[src/design/assert_macros.svh]
// ----------------------------------------------------------------------------
// Assertion macros
// Shared concurrent assertion forms; NO_ASSERTIONS compiles them away.
// ----------------------------------------------------------------------------
`ifndef ASSERT_MACROS_SVH
`define ASSERT_MACROS_SVH

`ifndef NO_ASSERTIONS
// Antecedent implies consequent in the same cycle.
`define ASSERT_SAME(lbl, clk, rst_n, ante, cons) \
	lbl: assert property (@(posedge clk) disable iff (!rst_n) (ante) |-> (cons)) \
		else $error("assertion failed");
// Antecedent implies consequent in the next cycle.
`define ASSERT_NEXT(lbl, clk, rst_n, ante, cons) \
	lbl: assert property (@(posedge clk) disable iff (!rst_n) (ante) |=> (cons)) \
		else $error("assertion failed");
`else
`define ASSERT_SAME(lbl, clk, rst_n, ante, cons)
`define ASSERT_NEXT(lbl, clk, rst_n, ante, cons)
`endif

`endif

[src/design/sols_pkg.sv]
// ----------------------------------------------------------------------------
// sols_pkg
// Shared widths, codes and controller/datapath interface types.
// ----------------------------------------------------------------------------
package sols_pkg;

	localparam int DEFAULT_DEPTH = 16;

	localparam int VAL_W      = 32;
	localparam int SLOT_W     = 4;
	localparam int POS_W      = 4;
	localparam int POL_W      = 2;
	localparam int CNT_W      = 5;
	localparam int CFG_IDX_W  = 2;
	localparam int CFG_DATA_W = 5;

	localparam logic [CFG_IDX_W-1:0] REG_POLICY  = 2'd0;
	localparam logic [CFG_IDX_W-1:0] REG_ENTRIES = 2'd1;

	localparam logic [POL_W-1:0] POL_PLAIN     = 2'd0;
	localparam logic [POL_W-1:0] POL_TRANSPOSE = 2'd1;
	localparam logic [POL_W-1:0] POL_HEAD      = 2'd2;
	// Spare code; it acts as a plain search.
	localparam logic [POL_W-1:0] POL_UNUSED    = 2'd3;

	localparam logic CMD_WRITE  = 1'b0;
	localparam logic CMD_SEARCH = 1'b1;

	// Commands from the controller to the datapath.
	typedef struct packed {
		logic accept;    // capture a new item
		logic scan;      // run the table scan
		logic wr_entry;  // store the captured value at the captured slot
		logic wb_hit;    // write the partner value into the hit position
		logic wb_other;  // write the key into the partner position
		logic deliver;   // load the result into the output register
	} cmd_t;

	// Status from the datapath to the controller.
	typedef struct packed {
		logic is_search;   // incoming item is a search
		logic limit_zero;  // incoming search has nothing to scan
		logic hit;         // scan found its first match this cycle
		logic miss;        // scan ran off the end without a match
		logic do_swap;     // the current hit reorders the table
		logic out_free;    // output register can take a result
	} status_t;

endpackage

[src/design/sols_ctrl.sv]
// ----------------------------------------------------------------------------
// sols_ctrl
// Sequencer for write, scan, swap write-back and result delivery.
// ----------------------------------------------------------------------------
module sols_ctrl (
	input  logic              clk,
	input  logic              arst_n,
	input  logic              s_tvalid,
	output logic              s_tready,
	input  sols_pkg::status_t st,
	output sols_pkg::cmd_t    cmd
);

	typedef enum logic [5:0] {
		ST_IDLE     = 6'b000001,
		ST_WRITE    = 6'b000010,
		ST_SCAN     = 6'b000100,
		ST_WB_HIT   = 6'b001000,
		ST_WB_OTHER = 6'b010000,
		ST_DONE     = 6'b100000
	} state_t;

	state_t state_q, state_d;

	always_comb begin
		state_d = state_q;
		cmd     = '0;
		unique case (state_q)
			ST_IDLE: begin
				if (s_tvalid) begin
					cmd.accept = 1'b1;
					if (!st.is_search) begin
						state_d = ST_WRITE;
					end else if (st.limit_zero) begin
						state_d = ST_DONE;
					end else begin
						state_d = ST_SCAN;
					end
				end
			end
			ST_WRITE: begin
				cmd.wr_entry = 1'b1;
				state_d      = ST_DONE;
			end
			ST_SCAN: begin
				cmd.scan = 1'b1;
				if (st.hit) begin
					state_d = st.do_swap ? ST_WB_HIT : ST_DONE;
				end else if (st.miss) begin
					state_d = ST_DONE;
				end
			end
			ST_WB_HIT: begin
				cmd.wb_hit = 1'b1;
				state_d    = ST_WB_OTHER;
			end
			ST_WB_OTHER: begin
				cmd.wb_other = 1'b1;
				state_d      = ST_DONE;
			end
			ST_DONE: begin
				if (st.out_free) begin
					cmd.deliver = 1'b1;
					state_d     = ST_IDLE;
				end
			end
			default: begin
				state_d = ST_IDLE;
			end
		endcase
	end

	assign s_tready = (state_q == ST_IDLE);

	always_ff @(posedge clk or negedge arst_n) begin
		if (!arst_n) begin
			state_q <= ST_IDLE;
		end else begin
			state_q <= state_d;
		end
	end

endmodule

[src/design/sols_dp.sv]
// ----------------------------------------------------------------------------
// sols_dp
// Table memory, scan pipeline, swap registers, configuration and output.
// ----------------------------------------------------------------------------
module sols_dp #(
	parameter int TABLE_DEPTH = sols_pkg::DEFAULT_DEPTH
) (
	input  logic                               clk,
	input  logic                               arst_n,
	input  logic                               command,
	input  logic [sols_pkg::SLOT_W-1:0]        slot,
	input  logic signed [sols_pkg::VAL_W-1:0]  operand_value,
	input  logic                               cfg_valid,
	input  logic [sols_pkg::CFG_IDX_W-1:0]     cfg_index,
	input  logic [sols_pkg::CFG_DATA_W-1:0]    cfg_data,
	input  sols_pkg::cmd_t                     cmd,
	output sols_pkg::status_t                  st,
	output logic                               out_valid,
	input  logic                               out_ready,
	output logic                               out_found,
	output logic [sols_pkg::POS_W-1:0]         out_position
);

	localparam int AW = (TABLE_DEPTH > 1) ? $clog2(TABLE_DEPTH) : 1;
	localparam int CW = $clog2(TABLE_DEPTH + 1);
	localparam int LW = (CW > sols_pkg::CNT_W) ? CW : sols_pkg::CNT_W;

	logic [sols_pkg::VAL_W-1:0] mem [TABLE_DEPTH];

	logic [sols_pkg::POL_W-1:0] policy_q;
	logic [sols_pkg::CNT_W-1:0] entries_q;

	logic [sols_pkg::VAL_W-1:0] key_q;
	logic [AW-1:0]              slot_q;
	logic                       wr_ok_q;
	logic [CW-1:0]              limit_q;
	logic [CW-1:0]              idx_q;
	logic                       cmp_valid_q;
	logic [AW-1:0]              cmp_pos_q;
	logic [sols_pkg::VAL_W-1:0] rd_data_q;
	logic [sols_pkg::VAL_W-1:0] prev_q;
	logic [sols_pkg::VAL_W-1:0] head_q;
	logic [sols_pkg::VAL_W-1:0] swap_data_q;
	logic [AW-1:0]              swap_addr_q;
	logic                       found_q;
	logic [AW-1:0]              pos_q;
	logic                       out_valid_q;
	logic                       out_found_q;
	logic [sols_pkg::POS_W-1:0] out_pos_q;

	logic [LW-1:0]              entries_ext;
	logic [LW-1:0]              depth_l;
	logic [LW-1:0]              limit_l;
	logic [LW-1:0]              slot_ext;
	logic [LW-1:0]              pos_ext;
	logic                       eq;
	logic                       issue;
	logic                       hit;
	logic                       use_head;
	logic                       mem_we;
	logic [AW-1:0]              mem_wa;
	logic [sols_pkg::VAL_W-1:0] mem_wd;

	assign entries_ext = LW'(entries_q);
	assign depth_l     = LW'(TABLE_DEPTH);
	assign limit_l     = (entries_ext > depth_l) ? depth_l : entries_ext;
	assign slot_ext    = LW'(slot);
	assign pos_ext     = LW'(pos_q);

	assign eq       = (rd_data_q == key_q);
	assign issue    = cmd.scan && (idx_q != limit_q);
	assign hit      = cmd.scan && cmp_valid_q && eq;
	assign use_head = (policy_q == sols_pkg::POL_HEAD);

	assign st.is_search  = (command == sols_pkg::CMD_SEARCH);
	assign st.limit_zero = (limit_l == '0);
	assign st.hit        = hit;
	assign st.miss       = cmd.scan && cmp_valid_q && !eq && (idx_q == limit_q);
	assign st.do_swap    = ((policy_q == sols_pkg::POL_TRANSPOSE) || use_head)
	                       && (cmp_pos_q != '0);
	assign st.out_free   = !out_valid_q || out_ready;

	// One write port shared by entry writes and the two swap write-backs.
	always_comb begin
		mem_we = 1'b0;
		mem_wa = slot_q;
		mem_wd = key_q;
		priority if (cmd.wr_entry) begin
			mem_we = wr_ok_q;
		end else if (cmd.wb_hit) begin
			mem_we = 1'b1;
			mem_wa = pos_q;
			mem_wd = swap_data_q;
		end else if (cmd.wb_other) begin
			mem_we = 1'b1;
			mem_wa = swap_addr_q;
		end
	end

	always_ff @(posedge clk) begin
		if (mem_we) begin
			mem[mem_wa] <= mem_wd;
		end
		if (issue) begin
			rd_data_q <= mem[idx_q[AW-1:0]];
		end
	end

	always_ff @(posedge clk or negedge arst_n) begin
		if (!arst_n) begin
			policy_q  <= sols_pkg::POL_PLAIN;
			entries_q <= '0;
		end else if (cfg_valid) begin
			if (cfg_index == sols_pkg::REG_POLICY) begin
				policy_q <= cfg_data[sols_pkg::POL_W-1:0];
			end else if (cfg_index == sols_pkg::REG_ENTRIES) begin
				entries_q <= cfg_data[sols_pkg::CNT_W-1:0];
			end
		end
	end

	always_ff @(posedge clk or negedge arst_n) begin
		if (!arst_n) begin
			idx_q       <= '0;
			cmp_valid_q <= 1'b0;
		end else if (cmd.accept) begin
			idx_q       <= '0;
			cmp_valid_q <= 1'b0;
		end else if (cmd.scan) begin
			if (issue) begin
				idx_q <= idx_q + CW'(1);
			end
			cmp_valid_q <= issue && !hit;
		end else begin
			cmp_valid_q <= 1'b0;
		end
	end

	always_ff @(posedge clk) begin
		if (cmd.accept) begin
			key_q   <= operand_value;
			slot_q  <= slot_ext[AW-1:0];
			wr_ok_q <= (slot_ext < depth_l);
			limit_q <= limit_l[CW-1:0];
			found_q <= 1'b0;
			pos_q   <= '0;
		end
		if (cmd.scan) begin
			cmp_pos_q <= idx_q[AW-1:0];
			if (cmp_valid_q) begin
				prev_q <= rd_data_q;
				if (cmp_pos_q == '0) begin
					head_q <= rd_data_q;
				end
			end
			if (hit) begin
				found_q     <= 1'b1;
				pos_q       <= cmp_pos_q;
				swap_addr_q <= use_head ? '0 : (cmp_pos_q - AW'(1));
				swap_data_q <= use_head ? head_q : prev_q;
			end
		end
	end

	always_ff @(posedge clk or negedge arst_n) begin
		if (!arst_n) begin
			out_valid_q <= 1'b0;
		end else if (cmd.deliver) begin
			out_valid_q <= 1'b1;
		end else if (out_ready) begin
			out_valid_q <= 1'b0;
		end
	end

	always_ff @(posedge clk) begin
		if (cmd.deliver) begin
			out_found_q <= found_q;
			out_pos_q   <= pos_ext[sols_pkg::POS_W-1:0];
		end
	end

	assign out_valid    = out_valid_q;
	assign out_found    = out_found_q;
	assign out_position = out_pos_q;

endmodule

[src/design/self_organizing_linear_search_top.sv]
// ----------------------------------------------------------------------------
// self_organizing_linear_search_top
// Self-organizing search table with write, scan and move-on-hit policies.
// ----------------------------------------------------------------------------
// Usage: items enter on the s_ stream. s_tuser is the command (0 writes
// operand_value into the table at slot, 1 searches for operand_value as a
// key). Every item gives exactly one result item on the m_ stream: found in
// m_tuser and the hit position in m_tdata, both zero for writes and misses.
// The cfg channel writes register 0 (policy) and register 1 (entries_in_use);
// it is always ready and must only be used while the block is idle.
// Timing: one item at a time; s_tready is high only while the sequencer idles.
// A write passes through the write and done states to the output register. A
// search reads one entry per cycle through the table's single read port and
// stops at its first match; when the policy moves the hit entry, the two
// swapped values are stored one after the other. The next item can be taken
// once the result is loaded into the output register.
// Stalls: a result waits in the output register while the next item is taken;
// that item's result is held until the register frees. Reset clears the state,
// the configuration registers and output valid; table contents are undefined
// until entries are written.
module self_organizing_linear_search_top #(
	parameter int TABLE_DEPTH = sols_pkg::DEFAULT_DEPTH
) (
	input  logic                                clk,
	input  logic                                arst_n,
	// Input items.
	input  logic                                s_tvalid,
	output logic                                s_tready,
	input  logic [39:0]                         s_tdata,  // slot[3:0], operand_value[35:4], zeros
	input  logic                                s_tuser,  // command
	// Result items.
	output logic                                m_tvalid,
	input  logic                                m_tready,
	output logic [7:0]                          m_tdata,  // position[3:0], zeros
	output logic                                m_tuser,  // found
	// Configuration writes.
	input  logic                                cfg_valid,
	output logic                                cfg_ready,
	input  logic [sols_pkg::CFG_IDX_W-1:0]      cfg_index,
	input  logic [sols_pkg::CFG_DATA_W-1:0]     cfg_data
);

	`include "assert_macros.svh"

	sols_pkg::cmd_t             cmd;
	sols_pkg::status_t          st;
	logic [sols_pkg::POS_W-1:0] position;

	// Registers are plain flip-flops, so a write is taken in any cycle.
	assign cfg_ready = 1'b1;

	sols_ctrl u_ctrl (
		.clk      (clk),
		.arst_n   (arst_n),
		.s_tvalid (s_tvalid),
		.s_tready (s_tready),
		.st       (st),
		.cmd      (cmd)
	);

	sols_dp #(
		.TABLE_DEPTH (TABLE_DEPTH)
	) u_dp (
		.clk           (clk),
		.arst_n        (arst_n),
		.command       (s_tuser),
		.slot          (s_tdata[3:0]),
		.operand_value (s_tdata[35:4]),
		.cfg_valid     (cfg_valid),
		.cfg_index     (cfg_index),
		.cfg_data      (cfg_data),
		.cmd           (cmd),
		.st            (st),
		.out_valid     (m_tvalid),
		.out_ready     (m_tready),
		.out_found     (m_tuser),
		.out_position  (position)
	);

	assign m_tdata = {4'b0000, position};

	// Once an item is taken the sequencer is not ready in the following cycle.
	`ASSERT_NEXT(a_busy_after_accept, clk, arst_n, s_tvalid && s_tready, !s_tready)
	// The scan stops on the cycle after its first match.
	`ASSERT_NEXT(a_scan_stops_on_hit, clk, arst_n, cmd.scan && st.hit, !cmd.scan)
	// The two swap write-backs always come as a pair.
	`ASSERT_NEXT(a_swap_pair, clk, arst_n, cmd.wb_hit, cmd.wb_other)
	// Writes and misses report position zero.
	`ASSERT_SAME(a_miss_pos_zero, clk, arst_n, m_tvalid && !m_tuser, m_tdata == 8'd0)

endmodule

[config.mk]
export PLATFORM = sky130hd
export DESIGN_NAME = self_organizing_linear_search_top
export DESIGN_NICKNAME = d
export VERILOG_FILES = /design/src/design/sols_pkg.sv /design/src/design/sols_ctrl.sv /design/src/design/sols_dp.sv /design/src/design/self_organizing_linear_search_top.sv
export VERILOG_INCLUDE_DIRS = /design/src /design/src/design
export SDC_FILE = /design/constraint.sdc
export NUM_CORES = 1
export LEC_CHECK = 0
export BUFFER_PORTS_ARGS = -buffer_cell sky130_fd_sc_hd__clkbuf_2
export CORE_AREA = 8 8 166 325
export DETAILED_ROUTE_END_ITERATION = 16
export DIE_AREA = 0 0 174 333
export HOLD_SLACK_MARGIN = 0.03
export PLACE_DENSITY = 0.82
export SYNTH_ARGS = -nofsm -noshare
export SYNTH_HDL_FRONTEND = slang
export SYNTH_HIERARCHICAL = 1
export SYNTH_SLANG_ARGS = --single-unit
[constraint.sdc]
create_clock -name clk -period 5 [get_ports clk]
set_input_delay 0.75 -clock clk [delete_from_list [all_inputs] [get_ports clk]]
set_output_delay 0.75 -clock clk [all_outputs]
set_load 0.005 [all_outputs]
==> results.yml, run 1 <==
status:
  outcome: "finished, final reports clean"
sta:
  hold_violations: 0
  setup_total_negative_slack_ns: 0
  timing.clock.skew_ns: 0.0172
  setup_viol: 0
  max_slew_headroom: 0.208
  drv_slew: 0
  period_share: 0.840
  worst-slew-pin-transition_ns: 1.19
  grt_setup_unrepaired: "false"
  fmaxAchievable_ghz: 0.238
  period_minus_slack_ns: 4.20
detailed_routing:
  highest_layer: "met4"
  detail_route.drc_violations: 0
  detail_route.iter0.violations: 1268
  detail_route.vias_per_cell: 6.51
  detailroute.wirelength.met2_um: 34600
  route.final.wire_length_um: 63900
  route.detailed.wl_per_inst_um: 32.0
  routed_antenna_nets: 0
  vias: 13000
  route.layer.met1.wl_um: 21100
  initial_drt_pass_iterations: 5
  wl_met3_um: 5460
global_routing:
  global_route.usage.total: 0.220
  first_global_vias: 14000
  grt_pass1_wl_um: 93100
  antenna_found_initial: 0
  grt.overflow.total: 0
  maximum_number_of_pins_on_one_net_before_global_route_repair: 75
clock_network:
  clk_root_buffer_cell: "sky130_fd_sc_hd__clkbuf_16"
  h-tree-depth: 2
  insertion_delay_of_the_later_clocked_pin_in_the_worst_skew_pair_ns: 0.62
  clock-sinks: 719
  worst_setup_hold_path_clk_slew_ns: 0.07
  cts_made_buffers: 60
  hold_buffer_count_at_cts: 0
  cts_setup_buffers: 0
  post_cts_resized: 0
  clock_path_buffers: 3
  cts_tree: "yes"
setup_path:
  critical_path.cell_chain: "nor4_4 > nand3b_1 > inv_1 > nor2b_4 > a22oi_1 > o21ai_1 > nand2_1 > nor2_4 > buf_4"
  setup.worst_path.start_class: "flop"
  setup.worst_path.end_class: "flop"
  setup.worst_path.class: "flop to flop"
  path_buf_inv: 2
  critical_path.slowest_cell: "sky130_fd_sc_hd__nor2b_4"
  critical_path.max_stage_delay_ns: 0.73
  timing.critical_path.arrival_ns: 4.45
  worst_ep_required_time_ns: 5.25
  worst-path-max-fanout: 32
  reg2reg_depth: 9
  critical-path-top-delay-family: "simple AND/OR/NAND/NOR gates"
  path_depth: 9
power:
  p_total_mw: 13.9
  power.switching_fraction: 0.244
  clk_network_pwr_share: 0.341
  p_int_mw: 10.5
  power_frac_seq: 0.530
  vdd_ir_drop_max_mv: 0.404
  total_switching_power_mw: 3.39
  cellLeakagePower_nw: 9.57
  power_per_cell_area_nw_per_um2: 454
  power.combinational.fraction: 0.130
final_layout:
  insertedDiodeCount: 0
  post-route-util: 0.617
  layout_cell_share_with_drive_strength_beyond_1: 0.327
  final_net_count: 1349
  area_delta_synth_final_pct: 11.5
synthesis:
  synth_area_leader_cell: "sky130_fd_sc_hd__edfxtp_1"
  dominantRegCellSynth: "sky130_fd_sc_hd__edfxtp_1"
  synth_warnings: 6
  async_flop_share: 0.0278
  synth.top_cell.area_share: 0.759
  synth_enable_flop_cells: 694
  ranking_of_synthesized_cells_by_instance_count: "694 x sky130_fd_sc_hd__edfxtp_1, 160 x sky130_fd_sc_hd__mux4_2, 70 x sky130_fd_sc_hd__mux2_2, 37 x sky130_fd_sc_hd__xor2_1, 28 x sky130_fd_sc_hd__nor2_1"
  syn_area_per_cell_um2: 22.9
  post_synth_num_cell_types: 53
  synth.yosys.seq_area_share: 0.781
  synthesis.instances: 1200
  cell_types_occupying_the_most_area_after_synthesis: "sky130_fd_sc_hd__edfxtp_1 76%, sky130_fd_sc_hd__mux4_2 13%, sky130_fd_sc_hd__mux2_2 2.9%"
  yosys.cell_count.top_type: "sky130_fd_sc_hd__edfxtp_1"
  synth.cell_area_um2: 27500
  ys_ff_latch: 719
placement:
  detailedPlacementHpwl_um: 30500
  numPortBuffers: 55
  globalplace.congestion: 0.770
min_path:
  min-delay-path-class: "input pin to asynchronous set/reset pin"
floorplanning:
  die_area_um2: 57900
  start_util: 0.553
  die_y_um: 333
  floorplan.core_area_um2: 49600
  top_level_ports: 65
  std_cell_rows: 116
  floorplan.die.width_um: 174
job:
  drv.max_cap_violation_count: 0
==> final timing paths <==
kind / startpoint / to / slack, ns
worst max-delay path: u_ctrl/state_q[4] / u_dp/mem[13][21] / 0.80
worst min register to register: u_dp/found_q / u_dp/out_found / 0.47
worst min-delay path: arst_n / u_dp/out_valid / 0.11
worst max register to register: u_ctrl/state_q[4] / u_dp/mem[13][21] / 0.80
min in group clk: s_tdata[23] / u_dp/key_q[19] / 0.31
max in group asynchronous: arst_n / u_dp/idx_q[0] / 4.50
==> power groups by stage <==
stage / combinational (mW) / sequential (mW) / clock (mW)
6_report: 1.80 / 7.36 / 4.73
5_1_grt: 1.91 / 7.38 / 4.98
4_1_cts: 1.81 / 7.36 / 4.79
3_5_place_dp: 1.75 / 7.47 / 0
3_3_place_gp: 1.64 / 7.45 / 0
2_1_floorplan: 1.32 / 7.36 / 0
==> metrics by stage <==
stage,setup slack (ns),cell area (um^2),cells,hold slack [ns]
after floorplan,0.550,27500,1203,0.409
after global placement,1.29,28600,1880,0.420
after detailed placement,1.08,28600,1880,0.453
after CTS,0.928,30600,1993,0.104
after global routing,0.731,30600,1993,0.141
final,0.798,30600,1993,0.108
==> area by class of cell <==
| class | count | area (um^2) |
|---|---|---|
| Multi-Input combinational cell | 414 | 5800 |
| Fill cell | 3169 | 19000 |
| Clock buffer | 74 | 1560 |
| Clock inverter | 39 | 413 |
| Timing Repair Buffer | 84 | 531 |
| Tap cell | 649 | 812 |
| Sequential cell | 719 | 21500 |
| Inverter | 14 | 52.6 |
==> routing by layer <==
layer | track usage | vias to the layer above
li1 | - | 5149
met1 | 0.256 | 6799
met2 | 0.399 | 846
met3 | 0.0352 | 184
met4 | 0.0921 | 0
met5 | 0 | -
==> cell usage in the layout (no fill, tap or decap), drive strengths merged, types with 8 or more instances in the layout <==
| master | netlist | routed |
|---|---|---|
| edfxtp | 694 | 694 |
| mux4 | 160 | 160 |
| clkbuf | 21 | 129 |
| mux2 | 72 | 72 |
| xor2 | 37 | 37 |
| buf | 35 | 29 |
| nor2 | 28 | 28 |
| clkinv | 0 | 24 |
| dfrtp | 19 | 19 |
| inv | 14 | 17 |
| nand2 | 15 | 15 |
| nor4 | 13 | 13 |
| nor2b | 9 | 9 |
| nor3 | 9 | 9 |
| nand2b | 8 | 8 |
==> kinds of logic after synthesis <==
| family | count (synthesis) | synth area share |
|---|---|---|
| xor gates and xnor gates | 44 | 0.0140 |
| buffers and inverters | 70 | 0.0137 |
| and+or+nand+nor | 103 | 0.0217 |
| AOI/OAI and AO/OA | 24 | 0.00638 |
| DFF | 719 | 0.781 |
| other | 2 | 0.000273 |
| muxes | 235 | 0.162 |
| adders and majority gates | 3 | 0.00137 |
==> flip-flops by register name, summed over array words and instances, names as in the netlist <==
signal / cells
u_dp/limit_q: 5
u_ctrl/state_q: 6
u_dp/policy_q: 2
u_dp/rd_data_q: 32
u_dp/key_q: 32
u_dp/prev_q: 32
u_dp/cmp_valid_q: 1
u_dp/out_valid: 1
u_dp/cmp_pos_q: 4
u_dp/out_position: 4
u_dp/out_found: 1
u_dp/pos_q: 4
u_dp/mem: 512
u_dp/slot_q: 4
u_dp/found_q: 1
u_dp/entries_ext: 5
u_dp/swap_addr_q: 4
u_dp/idx_q: 5
u_dp/swap_data_q: 32
u_dp/head_q: 32
Note: power is estimated with default switching activity, not from simulation.
==> inputs of run 2 (changes only) <==
--- a/config.mk
+++ b/config.mk
@@ -6,10 +6,11 @@
 export SDC_FILE = /design/constraint.sdc
 export NUM_CORES = 1
 export LEC_CHECK = 0
+export ABC_AREA = 1
 export BUFFER_PORTS_ARGS = -buffer_cell sky130_fd_sc_hd__clkbuf_2
-export CORE_AREA = 8 8 166 325
+export CORE_AREA = 8 8 168 329
 export DETAILED_ROUTE_END_ITERATION = 16
-export DIE_AREA = 0 0 174 333
+export DIE_AREA = 0 0 176 337
 export HOLD_SLACK_MARGIN = 0.03
 export PLACE_DENSITY = 0.82
 export SYNTH_ARGS = -nofsm -noshare
==> constraint.sdc (replaced) <==
create_clock -name clk -period 3.55 [get_ports clk]
set_input_delay 0.5325 -clock clk [delete_from_list [all_inputs] [get_ports clk]]
set_output_delay 0.5325 -clock clk [all_outputs]
set_load 0.005 [all_outputs]
==> run 2 against run 1 <==
  * Hold slack worse by 0.010 ns
  * Utilization down 0.054 points
  * Final area up 2.2%
  * Clock-buffer cell count down 5
  * Largest power group unchanged
==> results.yml, run 2 <==
final_layout:
  area_delta_synth_final_pct: 10.8
  top_register: "u_dp/mem"
  register_area_um2: 21500
  mostFrequentLayoutCells: "694 x sky130_fd_sc_hd__edfxtp_1, 318 x sky130_fd_sc_hd__nor2_1, 261 x sky130_fd_sc_hd__o21ai_0"
  mostFrequentLayoutCell: "sky130_fd_sc_hd__edfxtp_1"
  post-route-cell-area_um2: 31300
  multi_input_area_um2: 5950
  fin_cells: 2887
  layout_cell_share_with_drive_strength_beyond_1: 0.129
  insertedDiodeCount: 0
  largest_register_ffs: 512
  post-route-util: 0.616
  final_net_count: 2248
  fill_cells: 3435
placement:
  dp_cells: 2788
  detailedPlacementHpwl_um: 41500
  globalplace.congestion: 0.881
  post_dp_cell_area_um2: 29600
  numPortBuffers: 55
power:
  power_frac_seq: 0.504
  p_int_mw: 14.7
  total_switching_power_mw: 6.20
  clk_network_pwr_share: 0.291
  p_total_mw: 20.9
  power.switching_fraction: 0.297
  power_per_cell_area_nw_per_um2: 667
  power.combinational.fraction: 0.205
  cellLeakagePower_nw: 10.8
  vdd_ir_drop_max_mv: 0.730
setup_path:
  worst-path-max-fanout: 31
  setup.worst_path.start_class: "flop"
  critical_path.cell_chain: "nor2_2 > nand3_1 > inv_1 > nand2_1 > o21ai_0 > nor2_1 > inv_1 > nand2_1 > nor2_4 > buf_4"
  worst_ep_required_time_ns: 3.88
  timing.critical_path.arrival_ns: 3.66
  timing.rr.start: "u_ctrl/state_q[1]"
  critical_path.slowest_cell: "sky130_fd_sc_hd__nor2_4"
  critical_path.max_stage_delay_ns: 1.01
  worst-r2r-setup-slack_ns: 0.21
  path_buf_inv: 3
  critical-path-top-delay-family: "simple AND/OR/NAND/NOR gates"
  setup.worst_path.end_class: "flop"
  reg2reg_depth: 10
  r2r_end: "u_dp/mem[14][12]"
  setup.worst_path.class: "flop to flop"
sta:
  worst-slew-pin-transition_ns: 1.32
  timing.clock.skew_ns: 0.0217
  max_slew_headroom: 0.118
  period_minus_slack_ns: 3.34
  fmaxAchievable_ghz: 0.300
  hold_violations: 0
  grt_setup_unrepaired: "false"
  period_share: 0.940
  setup_viol: 0
  drv_slew: 0
  setup_total_negative_slack_ns: 0
synthesis:
  synth_warnings: 6
  ranking_of_synthesized_cells_by_instance_count: "694 x sky130_fd_sc_hd__edfxtp_1, 331 x sky130_fd_sc_hd__nor2_1, 262 x sky130_fd_sc_hd__o21ai_0, 248 x sky130_fd_sc_hd__nand2_1, 99 x sky130_fd_sc_hd__inv_1"
  synthesis.instances: 2117
  yosys.cell_count.top_type: "sky130_fd_sc_hd__edfxtp_1"
  cell_types_occupying_the_most_area_after_synthesis: "sky130_fd_sc_hd__edfxtp_1 74%, sky130_fd_sc_hd__o21ai_0 4.6%, sky130_fd_sc_hd__nor2_1 4.4%"
  ys_ff_latch: 719
  dominantRegCellSynth: "sky130_fd_sc_hd__edfxtp_1"
  synth_area_leader_cell: "sky130_fd_sc_hd__edfxtp_1"
  synth.top_cell.area_share: 0.737
  async_flop_share: 0.0278
  synth.cell_area_um2: 28300
  synth.yosys.seq_area_share: 0.758
  synth_enable_flop_cells: 694
  post_synth_num_cell_types: 39
  syn_area_per_cell_um2: 13.4
clock_network:
  clock-sinks: 719
  worst_setup_hold_path_clk_slew_ns: 0.07
  insertion_delay_of_the_later_clocked_pin_in_the_worst_skew_pair_ns: 0.61
  cts_tree: "yes"
  clk_root_buffer_cell: "sky130_fd_sc_hd__clkbuf_16"
  clock_path_buffers: 3
  cts_setup_buffers: 0
  h-tree-depth: 2
  cts_made_buffers: 55
global_routing:
  global_route.usage.met1: 0.254
  grt_pass1_wl_um: 106000
  top_usage_layer: "met2"
  groute.layer.met2.usage: 0.412
  first_global_vias: 18300
  antenna_found_initial: 0
  maximum_number_of_pins_on_one_net_before_global_route_repair: 261
  globalRouteMet3Util: 0.0352
  grt.overflow.total: 0
  global_route.usage.total: 0.236
detailed_routing:
  route.final.wire_length_um: 70600
  detail_route.vias_per_cell: 6.19
  route.detailed.wl_per_inst_um: 24.5
  detail_route.drc_violations: 0
  routed_antenna_nets: 0
  detail_route.iter0.violations: 2065
  vias: 17900
  initial_drt_pass_iterations: 6
floorplanning:
  floorplan.die.width_um: 176
  die_y_um: 337
  die_area_um2: 59300
  floorplan.core_area_um2: 50800
  std_cell_rows: 117
  top_level_ports: 65
  start_util: 0.557
job:
  drv.max_cap_violation_count: 0
min_path:
  critical_hold_path_startpoint: "s_tdata[14]"
  min-delay-path-class: "input pin to flop"
  min_delay_path_depth: 1
  min_to: "u_dp/key_q[10]"
status:
  outcome: "finished, final reports clean"
[run 2: cell families (layout without fill, tap and decap cells)]
kind of cell | Yosys count | in the layout | share of synthesized area
XOR/XNOR | 17 | 17 | 0.00527
buffers and inverters | 227 | 340 | 0.0361
AO/OA/AOI/OAI | 431 | 431 | 0.0875
flip-flops | 719 | 719 | 0.758
multiplexers | 32 | 32 | 0.0127
adder cells (fa/ha/maj) | 3 | 3 | 0.00133
AND/OR/NAND/NOR | 686 | 686 | 0.0984
other | 2 | 5 | 0.000266
[run 2: area by class of cell]
cell class / instances / share of cell area
clock inverters: 29 / 0.00963
clock buffers: 69 / 0.0456
inverters: 106 / 0.0129
multi-input cells: 1174 / 0.190
repair buffers: 136 / 0.0307
well taps: 654 / 0.0261
flip-flops and latches: 719 / 0.685
[run 2: metrics by stage]
stage / setup slack, ns / hold slack, ns
after floorplan: -0.552 / 0.237
after global placement: 0.370 / 0.418
after detailed placement: 0.297 / 0.430
after CTS: 0.287 / 0.0655
after global routing: 0.0673 / 0.0807
final: 0.215 / 0.0973
[run 2: how the worst max path moves through the flow]
| stage | start | to | slack [ns] | cells after the start |
|---|---|---|---|---|
| after global placement | u_ctrl/state_q[3] | u_dp/mem[13][13] | 0.37 | 13 |
| after CTS | u_ctrl/state_q[1] | u_dp/mem[15][14] | 0.29 | 11 |
| after global routing | u_ctrl/state_q[4] | u_dp/mem[15][3] | 0.07 | 12 |
| after floorplan | u_ctrl/state_q[0] | u_dp/mem[0][0] | -0.55 | 10 |
| final | u_ctrl/state_q[1] | u_dp/mem[14][12] | 0.21 | 10 |
| after detailed placement | u_ctrl/state_q[1] | u_dp/mem[15][14] | 0.30 | 11 |
[run 2: what timing repair did]
action	CTS	global route
setup endpoints to repair	0	0
endpoints found under the hold margin	19	0
gates resized for setup	0	0
hold buffers	1	0
[run 2: power by group through the flow]
stage | sequential (mW) | combinational (mW) | clock [mW]
floorplan | 10.5 | 2.85 | 0
global placement | 10.7 | 3.91 | 0
detailed placement | 10.7 | 4.14 | 0
CTS | 10.5 | 4.23 | 6.14
global route | 10.6 | 4.64 | 6.41
finish | 10.5 | 4.28 | 6.08
[run 2: metal layers]
layer	wire length (um)	up-vias
li1	-	7793
met4	5750	0
met3	6260	296
met1	22400	8664
met5	0	-
met2	36200	1108
[run 2: worst reg2reg max path, cell delays in order, from the launching register on]
cell                      delay [ns]
sky130_fd_sc_hd__dfrtp_1        0.43
sky130_fd_sc_hd__nor2_2         0.25
sky130_fd_sc_hd__nand3_1        0.16
sky130_fd_sc_hd__inv_1          0.15
sky130_fd_sc_hd__nand2_1        0.17
sky130_fd_sc_hd__o21ai_0        0.26
sky130_fd_sc_hd__nor2_1         0.14
sky130_fd_sc_hd__inv_1          0.10
sky130_fd_sc_hd__nand2_1        0.11
sky130_fd_sc_hd__nor2_4         1.01
sky130_fd_sc_hd__buf_4          0.31
